[config.mk]
export PLATFORM = sky130hd
export DESIGN_NAME = bubble_sort_with_swap_count_top
export DESIGN_NICKNAME = d
export VERILOG_FILES = /design/src/rtl/bsc_pkg.sv /design/src/rtl/bubble_sort_with_swap_count_top.sv /design/src/rtl/bsc_front.sv /design/src/rtl/bsc_fifo.sv /design/src/rtl/bsc_back.sv
export SDC_FILE = /design/constraint.sdc
export NUM_CORES = 2
export LEC_CHECK = 0
export BUFFER_PORTS_ARGS = -buffer_cell sky130_fd_sc_hd__buf_2
export CORE_MARGIN = 2
export CORE_UTILIZATION = 41
export DETAILED_ROUTE_END_ITERATION = 10
export GPL_TIMING_DRIVEN = 1
export MAX_ROUTING_LAYER = met4
export PLACE_DENSITY_LB_ADDON = 0.05
export SLEW_MARGIN = 20
export SYNTH_ARGS = -nofsm -noshare
export SYNTH_HDL_FRONTEND = slang
export SYNTH_SLANG_ARGS = --single-unit
[constraint.sdc]
create_clock -name clock -period 12 [get_ports clock]
set_input_delay 1.2 -clock clock [delete_from_list [all_inputs] [get_ports clock]]
set_output_delay 1.2 -clock clock [all_outputs]
set_load 0.05 [all_outputs]
[src/rtl/bsc_pkg.sv]
// bsc_pkg: shared types and constants for the bubble sort with swap count block
// no dependencies; imported by every module of the block
package bsc_pkg;

   localparam int KEY_W      = 32;
   localparam int SIZE_W     = 5;
   localparam int SWAP_W     = 7;
   localparam int FIFO_DEPTH = 4;
   localparam int FIFO_PTR_W = 2;

   localparam logic [SIZE_W-1:0] SET_SIZE_RESET = 5'd16;
   localparam logic [SWAP_W-1:0] SWAP_MAX       = 7'd127;

   // one queued key and whether it closes its set
   typedef struct packed {
      logic signed [KEY_W-1:0] key;
      logic                    last;
   } bsc_entry_type;

   typedef enum logic [1:0] {
      ST_LOAD,
      ST_SORT,
      ST_EMIT
   } bsc_back_state_type;

endpackage

[src/rtl/bubble_sort_with_swap_count_top.sv]
// bubble_sort_with_swap_count_top: top level of the key sorter
// depends on bsc_pkg, bsc_front, bsc_fifo and bsc_back
//
// Keys come in on the req_ channel, one signed 32-bit key per transaction.
// Once a set of N keys has arrived (N from the set size register, written
// through csr_wr_en/csr_wr_data; 0 counts as 1, sizes above the store depth
// as the depth), the set is sorted ascending and leaves on the rsp_ channel
// as N transactions, each with the set's adjacent-swap count, the last one
// flagged by rsp_last_of_set.
// Flow per set: keys are accepted one per cycle while req_ready is high into a
// 4-entry queue, the back end moves one key per cycle into its store, sorts
// by odd-even transposition (one phase per cycle), then emits one key per
// cycle while rsp_ready is high. The back end works on one set at a time
// through its single store and sorter. While it sorts or emits, up to four
// keys of the next set wait in the queue; req_ready falls when it is full.
// If the receiver holds rsp_ready low, the current result holds and the
// back end waits. Reset sets the set size to 16 and clears all counts.
module bubble_sort_with_swap_count_top #(
   parameter int STORE_DEPTH = 16
) (
   input  logic                               clock,
   input  logic                               reset,
   input  logic                               csr_wr_en,
   input  logic [bsc_pkg::SIZE_W-1:0]         csr_wr_data,
   input  logic                               req_valid,
   output logic                               req_ready,
   input  logic signed [bsc_pkg::KEY_W-1:0]   req_key_value,
   output logic                               rsp_valid,
   input  logic                               rsp_ready,
   output logic signed [bsc_pkg::KEY_W-1:0]   rsp_sorted_key,
   output logic [bsc_pkg::SWAP_W-1:0]         rsp_swap_count,
   output logic                               rsp_last_of_set
);
   import bsc_pkg::*;

   logic          push_valid, push_ready, pop_valid, pop_ready;
   bsc_entry_type push_entry, pop_entry;

   bsc_front #(
      .STORE_DEPTH (STORE_DEPTH)
   ) u_front (
      .clock         (clock),
      .reset         (reset),
      .csr_wr_en     (csr_wr_en),
      .csr_wr_data   (csr_wr_data),
      .req_valid     (req_valid),
      .req_ready     (req_ready),
      .req_key_value (req_key_value),
      .push_valid    (push_valid),
      .push_entry    (push_entry),
      .push_ready    (push_ready)
   );

   bsc_fifo u_fifo (
      .clock      (clock),
      .reset      (reset),
      .push_valid (push_valid),
      .push_ready (push_ready),
      .push_entry (push_entry),
      .pop_valid  (pop_valid),
      .pop_ready  (pop_ready),
      .pop_entry  (pop_entry)
   );

   bsc_back #(
      .STORE_DEPTH (STORE_DEPTH)
   ) u_back (
      .clock           (clock),
      .reset           (reset),
      .pop_valid       (pop_valid),
      .pop_ready       (pop_ready),
      .pop_entry       (pop_entry),
      .rsp_valid       (rsp_valid),
      .rsp_ready       (rsp_ready),
      .rsp_sorted_key  (rsp_sorted_key),
      .rsp_swap_count  (rsp_swap_count),
      .rsp_last_of_set (rsp_last_of_set)
   );

   // a set leaves without gaps
   a_set_contiguous: assert property (@(posedge clock) disable iff (reset)
      rsp_valid && rsp_ready && !rsp_last_of_set |=> rsp_valid)
      else $error("gap inside an emitted set");

   // back end returns to loading after the last key
   a_set_closes: assert property (@(posedge clock) disable iff (reset)
      rsp_valid && rsp_ready && rsp_last_of_set |=> !rsp_valid)
      else $error("result shown right after end of set");

   // keys of a set come out ascending
   a_ascending: assert property (@(posedge clock) disable iff (reset)
      rsp_valid && rsp_ready && !rsp_last_of_set |=>
         rsp_sorted_key >= $past(rsp_sorted_key))
      else $error("emitted keys out of order");

   // one swap count for the whole set
   a_count_steady: assert property (@(posedge clock) disable iff (reset)
      rsp_valid && rsp_ready && !rsp_last_of_set |=>
         rsp_swap_count == $past(rsp_swap_count))
      else $error("swap count changed within a set");

endmodule

[src/rtl/bsc_front.sv]
// bsc_front: holds the set size register, counts keys of the current set
// and tags the key that closes it; depends on bsc_pkg
module bsc_front #(
   parameter int STORE_DEPTH = 16
) (
   input  logic                               clock,
   input  logic                               reset,
   input  logic                               csr_wr_en,
   input  logic [bsc_pkg::SIZE_W-1:0]         csr_wr_data,
   input  logic                               req_valid,
   output logic                               req_ready,
   input  logic signed [bsc_pkg::KEY_W-1:0]   req_key_value,
   output logic                               push_valid,
   output bsc_pkg::bsc_entry_type             push_entry,
   input  logic                               push_ready
);
   import bsc_pkg::*;

   localparam int CNT_W = $clog2(STORE_DEPTH + 1);
   localparam int CMP_W = (CNT_W > SIZE_W) ? CNT_W : SIZE_W;

   logic [SIZE_W-1:0] size_ff, size_in;
   logic [CNT_W-1:0]  cnt_ff, cnt_in;
   logic [CMP_W-1:0]  size_ext, eff_size, cnt_next;
   logic              closes_set;

   // zero acts as one, anything above the store depth acts as the depth
   always_comb begin
      size_ext = CMP_W'(size_ff);
      if (size_ff == '0) begin
         eff_size = CMP_W'(1);
      end else if (size_ext > CMP_W'(STORE_DEPTH)) begin
         eff_size = CMP_W'(STORE_DEPTH);
      end else begin
         eff_size = size_ext;
      end
   end

   always_comb begin
      cnt_next   = CMP_W'(cnt_ff) + CMP_W'(1);
      closes_set = (cnt_next >= eff_size);
      size_in    = csr_wr_en ? csr_wr_data : size_ff;
      cnt_in     = cnt_ff;
      if (req_valid && req_ready) begin
         cnt_in = closes_set ? '0 : CNT_W'(cnt_next);
      end
   end

   assign req_ready       = push_ready;
   assign push_valid      = req_valid;
   assign push_entry.key  = req_key_value;
   assign push_entry.last = closes_set;

   always_ff @(posedge clock) begin
      if (reset) begin
         size_ff <= SET_SIZE_RESET;
         cnt_ff  <= '0;
      end else begin
         size_ff <= size_in;
         cnt_ff  <= cnt_in;
      end
   end

endmodule

[src/rtl/bsc_fifo.sv]
// bsc_fifo: short queue of tagged keys between front and back
// depends on bsc_pkg
module bsc_fifo (
   input  logic                   clock,
   input  logic                   reset,
   input  logic                   push_valid,
   output logic                   push_ready,
   input  bsc_pkg::bsc_entry_type push_entry,
   output logic                   pop_valid,
   input  logic                   pop_ready,
   output bsc_pkg::bsc_entry_type pop_entry
);
   import bsc_pkg::*;

   bsc_entry_type           slot_ff [FIFO_DEPTH];
   logic [FIFO_PTR_W-1:0]   wr_ptr_ff, wr_ptr_in;
   logic [FIFO_PTR_W-1:0]   rd_ptr_ff, rd_ptr_in;
   logic [FIFO_PTR_W:0]     fill_ff, fill_in;
   logic                    do_push, do_pop;

   assign push_ready = (fill_ff != (FIFO_PTR_W + 1)'(FIFO_DEPTH));
   assign pop_valid  = (fill_ff != '0);
   assign pop_entry  = slot_ff[rd_ptr_ff];
   assign do_push    = push_valid && push_ready;
   assign do_pop     = pop_valid && pop_ready;

   always_comb begin
      wr_ptr_in = do_push ? wr_ptr_ff + FIFO_PTR_W'(1) : wr_ptr_ff;
      rd_ptr_in = do_pop ? rd_ptr_ff + FIFO_PTR_W'(1) : rd_ptr_ff;
      fill_in   = fill_ff;
      if (do_push && !do_pop) begin
         fill_in = fill_ff + (FIFO_PTR_W + 1)'(1);
      end else if (do_pop && !do_push) begin
         fill_in = fill_ff - (FIFO_PTR_W + 1)'(1);
      end
   end

   always_ff @(posedge clock) begin
      if (do_push) begin
         slot_ff[wr_ptr_ff] <= push_entry;
      end
   end

   always_ff @(posedge clock) begin
      if (reset) begin
         wr_ptr_ff <= '0;
         rd_ptr_ff <= '0;
         fill_ff   <= '0;
      end else begin
         wr_ptr_ff <= wr_ptr_in;
         rd_ptr_ff <= rd_ptr_in;
         fill_ff   <= fill_in;
      end
   end

endmodule

[src/rtl/bsc_back.sv]
// bsc_back: key store, odd-even transposition sorter with swap counter
// and shift-out emission; depends on bsc_pkg
module bsc_back #(
   parameter int STORE_DEPTH = 16
) (
   input  logic                               clock,
   input  logic                               reset,
   input  logic                               pop_valid,
   output logic                               pop_ready,
   input  bsc_pkg::bsc_entry_type             pop_entry,
   output logic                               rsp_valid,
   input  logic                               rsp_ready,
   output logic signed [bsc_pkg::KEY_W-1:0]   rsp_sorted_key,
   output logic [bsc_pkg::SWAP_W-1:0]         rsp_swap_count,
   output logic                               rsp_last_of_set
);
   import bsc_pkg::*;

   localparam int CNT_W = $clog2(STORE_DEPTH + 1);
   localparam int IDX_W = $clog2(STORE_DEPTH);
   localparam int SUM_W = SWAP_W + 1;

   bsc_back_state_type      state_ff, state_in;
   logic signed [KEY_W-1:0] key_ff [STORE_DEPTH];
   logic signed [KEY_W-1:0] key_in [STORE_DEPTH];
   logic [CNT_W-1:0]        cnt_ff, cnt_in;
   logic [CNT_W-1:0]        phase_ff, phase_in;
   logic [SWAP_W-1:0]       swap_ff, swap_in;
   logic [STORE_DEPTH-2:0]  swap_vec;
   logic [SUM_W-1:0]        swap_sum;
   logic                    sort_done, load_last, emit_take, emit_last;

   // compare-and-swap lanes; even pairs on even phases, odd pairs on odd ones
   for (genvar i = 0; i < STORE_DEPTH - 1; i++) begin : g_lane
      localparam logic PAR = (i % 2) == 1;
      assign swap_vec[i] = (phase_ff[0] == PAR) && (CNT_W'(i + 1) < cnt_ff)
                           && (key_ff[i] > key_ff[i + 1]);
   end

   assign sort_done = (phase_ff == cnt_ff - CNT_W'(1));
   assign load_last = pop_valid && pop_ready && pop_entry.last;
   assign emit_last = (cnt_ff == CNT_W'(1));
   assign emit_take = rsp_valid && rsp_ready;
   assign swap_sum  = SUM_W'(swap_ff) + SUM_W'($countones(swap_vec));

   // next state
   always_comb begin
      state_in = state_ff;
      case (state_ff)
         ST_LOAD: begin
            if (load_last) begin
               state_in = ST_SORT;
            end
         end
         ST_SORT: begin
            if (sort_done) begin
               state_in = ST_EMIT;
            end
         end
         ST_EMIT: begin
            if (emit_take && emit_last) begin
               state_in = ST_LOAD;
            end
         end
         default: state_in = ST_LOAD;
      endcase
   end

   // outputs
   always_comb begin
      pop_ready = 1'b0;
      rsp_valid = 1'b0;
      case (state_ff)
         ST_LOAD: pop_ready = 1'b1;
         ST_SORT: pop_ready = 1'b0;
         ST_EMIT: rsp_valid = 1'b1;
         default: begin
            pop_ready = 1'b0;
            rsp_valid = 1'b0;
         end
      endcase
   end

   assign rsp_sorted_key  = key_ff[0];
   assign rsp_swap_count  = swap_ff;
   assign rsp_last_of_set = emit_last;

   // datapath
   always_comb begin
      key_in   = key_ff;
      cnt_in   = cnt_ff;
      phase_in = phase_ff;
      swap_in  = swap_ff;
      case (state_ff)
         ST_LOAD: begin
            phase_in = '0;
            swap_in  = '0;
            if (pop_valid) begin
               key_in[cnt_ff[IDX_W-1:0]] = pop_entry.key;
               cnt_in = cnt_ff + CNT_W'(1);
            end
         end
         ST_SORT: begin
            for (int i = 0; i < STORE_DEPTH - 1; i++) begin
               if (swap_vec[i]) begin
                  key_in[i]     = key_ff[i + 1];
                  key_in[i + 1] = key_ff[i];
               end
            end
            phase_in = phase_ff + CNT_W'(1);
            // saturate the count
            swap_in  = (swap_sum > SUM_W'(SWAP_MAX)) ? SWAP_MAX : SWAP_W'(swap_sum);
         end
         ST_EMIT: begin
            if (emit_take) begin
               for (int i = 0; i < STORE_DEPTH - 1; i++) begin
                  key_in[i] = key_ff[i + 1];
               end
               cnt_in = cnt_ff - CNT_W'(1);
            end
         end
         default: begin
            cnt_in = '0;
         end
      endcase
   end

   always_ff @(posedge clock) begin
      key_ff <= key_in;
   end

   always_ff @(posedge clock) begin
      if (reset) begin
         state_ff <= ST_LOAD;
         cnt_ff   <= '0;
         phase_ff <= '0;
         swap_ff  <= '0;
      end else begin
         state_ff <= state_in;
         cnt_ff   <= cnt_in;
         phase_ff <= phase_in;
         swap_ff  <= swap_in;
      end
   end

endmodule
==> summary.txt <==
Slew headroom: 0.247
Seq/Total Area, Yosys: 0.438
area grow syn2layout: 10.2%
Post-CTS Setup Bufs: 0
R2R Path Start: u_back.key_ff[159]
clock-pin slew on the worst setup and hold paths: 0.06 ns
critical path endpoint category: flip-flop
cts bufs inserted: 84
CP Launch Point: u_back.key_ff[159]
Sw Ratio: 0.428
num rows: 122
layout filler cell count: 10,600
P_leak: 0.0205 uW
Top cell by count, worst path: fa_1
worst reg2reg path depth: 24
Fmax achieved: 131 MHz
Post-CTS Hold Fix Bufs: 0
EDFF count, synth: 644
startpoint types: flip-flop
largest family of logic cells by synthesized area: compound AO/OA/AOI/OAI gates
Post-Layout Cell Count: 6,083
IO buf count: 83
Chip Width: 339 um
flops & latches, synth: 682
pin count of the biggest net entering global routing: 66
mux share of post-synthesis cell area: 0.0190
1st-iter DRT viols: 2,615
ys flop type: edfxtp_1
Slowest-stage cell, CP: or4_1
worst skew pair latency: 0.69 ns
count of pins over their slew limit: 0
drc violations: 0
Syn Nets: 5,158
fin crit period: 7.61 ns
Root Driver: clkbuf_16
CP arrival: 8.13 ns
Final period util: 0.634
largest cells by area after synthesis: edfxtp_1, ha_1, a221o_1, inv_1, nor2_1
utilization after layout: 0.456
share of cells above drive strength 1: 0.0884
WP buf/inv: 3
Clock Power Share: 0.237
total clock sinks: 682
Synth top area share: 0.421
most instantiated library cell after synthesis: edfxtp_1
CTS resizes: 0
worst-path cell chain: ha_1 > nand4_1 > or4_1 > nor3_1 > nor3_1 > xnor2_1 > nand2b_1 > inv_1 > ha_1 > inv_1 > fa_1 > inv_1 > fa_1 > fa_1 > fa_1 > ha_1 > fa_1 > a21o_1 > a21oi_1 > nor2b_1 > o21ai_0 > nand2_1 > nor2_1 > nor3_1
setup_tns: 0 ns
Placeable Area: 111,000 um^2
synth unique cells: 85
post-placement cell count: 5,932
synth warn: 0
WL/cell: 23.2 um
vias per inst: 5.85
Storage cell area: 20,100 um^2
cell count after synthesis: 4,585
Adder-Cell Fraction of Synth Area: 0.147
CTS tree: yes
Via Count: 35,600
sequential share of power: 0.376
worst min path class: flip-flop to flip-flop
xor/xnor cell area share of the yosys netlist: 0.00439
H-tree level count: 3
Final Hold Fails: 0
FF-to-FF setup slack: 4.39 ns
Worst Min Path Start: u_front.size_ext[0]
clk buf depth: 3
Compound-Gate Fraction of Synth Area: 0.196
Pwr Total: 10,400 uW
Final Wtd Congestion: 0.886
DR pass1 iterations: 5
wire length of the first global-routing pass: 218,000 um
CP Class: flip-flop to flip-flop
Initial Utilization: 0.414
Top Ports: 84
slowest cell delay on critical path: 0.66 ns
Mapped Area: 45,900 um^2
Die Height: 339 um
Switch Pwr: 4470 uW
Multi-input gate area: 23,000 um^2
GRT Total Usage: 0.250
fin nets: 5,104
die area: 115,000 um^2
Routed WL: 141,000 um
status: finished clean
Worst Skew: 0.0260 ns
post-route ant nets: 0
Synth Area per Inst: 10.0 um^2
critical path fanouts, max: 6
Peak VDD IR: 0.000145 V
DPL Wire Length: 107,000 um
final setup fails: 0
Internal: 5970 uW
top cell type by total area after synthesis: edfxtp_1
RSZ-0062 raised after global routing: false
top cell family by delay on the critical path: adder cells
Synth top cells by count: edfxtp_1, inv_1, ha_1, nor2_1, a221o_1
total gr overflow: 0
Logic pwr share: 0.387
Critical Path End: u_back.rsp_swap_count[1]
Cells on Worst Hold Path: 2
Slew @ Worst Pin: 1.13 ns
Post-synth ARST share: 0
initial antenna violation count: 4
number of max-cap violations: 0
Req. time, crit path: 12.52 ns
instance count on the critical path: 24
vias in the first global route: 35,000
pwr dens: 206 nW/um^2
r2r endpoint: u_back.rsp_swap_count[1]
Simple-Gate Fraction of Synth Area: 0.123
tightest hold or removal path: stages, from the launching register on:
cell	delay, ns
dfxtp_1	0.32
mux2i_1	0.06
nor2_1	0.07
state kept, by name (all words and copies together) (netlist names), named ones only:
signal / cells
u_back.key_ff: 480
u_fifo.slot_ff: 132
u_back.rsp_sorted_key: 32
u_back.rsp_swap_count: 7
u_back.cnt_ff: 5
u_back.phase_ff: 5
u_front.cnt_ff: 5
u_front.size_ext: 5
u_fifo.fill_ff: 3
u_back.state_ff: 2
u_fifo.rd_ptr_ff: 2
u_fifo.wr_ptr_ff: 2
cell usage in the layout (no fill, tap or decap), drive strengths merged, types with 109 or more instances in the layout:
master and n:
clkbuf 109, a221o 326, inv 544, a21oi 314, nand2 302, buf 155, o21ai 166, ha 518
edfxtp 644, nor2 462
kinds of logic after synthesis:
kind of cell             count (synthesis)
multiplexers                            81
AND/OR/NAND/NOR                       1222
adder cells (fa/ha/maj)                531
XOR/XNOR                                23
buffers and inverters                  836
AO/OA/AOI/OAI                         1210
flip-flops                             682
cell type report:
type | count | area share
Timing Repair Buffer | 156 | 0.0190
Sequential cell | 682 | 0.398
Multi-Input combinational cell | 3067 | 0.455
Antenna cell | 1 | 0.0000495
Clock buffer | 108 | 0.0437
Inverter | 540 | 0.0402
Tap cell | 1488 | 0.0368
Clock inverter | 41 | 0.00732
per-stage QoR:
step                cell area, um^2  setup WS [ns]  hold slack, ns
global route                  50600           3.86           0.531
floorplan                     45900           5.69           0.461
detailed placement            48000           4.44           0.488
finish                        50600           4.39           0.492
global placement              48000           4.40           0.488
CTS                           50500           4.35           0.501
worst min-delay path by stage:
stage / end / slack [ns]
floorplan: u_front.size_ext[0] / 0.46
global placement: u_front.size_ext[0] / 0.49
detailed placement: u_front.size_ext[0] / 0.49
CTS: u_front.size_ext[0] / 0.50
global route: u_front.size_ext[0] / 0.53
finish: u_front.size_ext[0] / 0.49
layer usage:
metal  vias to the layer above  routed length (um)  GRT usage
li1                      17200                   -          -
met1                     17400               64500      0.325
met3                       193                5790     0.0288
met2                       799               67200      0.414
met4                         0                3850     0.0670
met5                         -                   0          -
power by group through the flow:
stage	combinational [uW]	sequential, uW	clock (uW)
3_3_place_gp	4020	3950	0
4_1_cts	4060	3910	2540
2_1_floorplan	2760	3740	0
6_report	4030	3920	2480
3_5_place_dp	4050	3960	0
5_1_grt	4520	4000	2620
No activity file was read; power rests on OpenSTA's default activity.
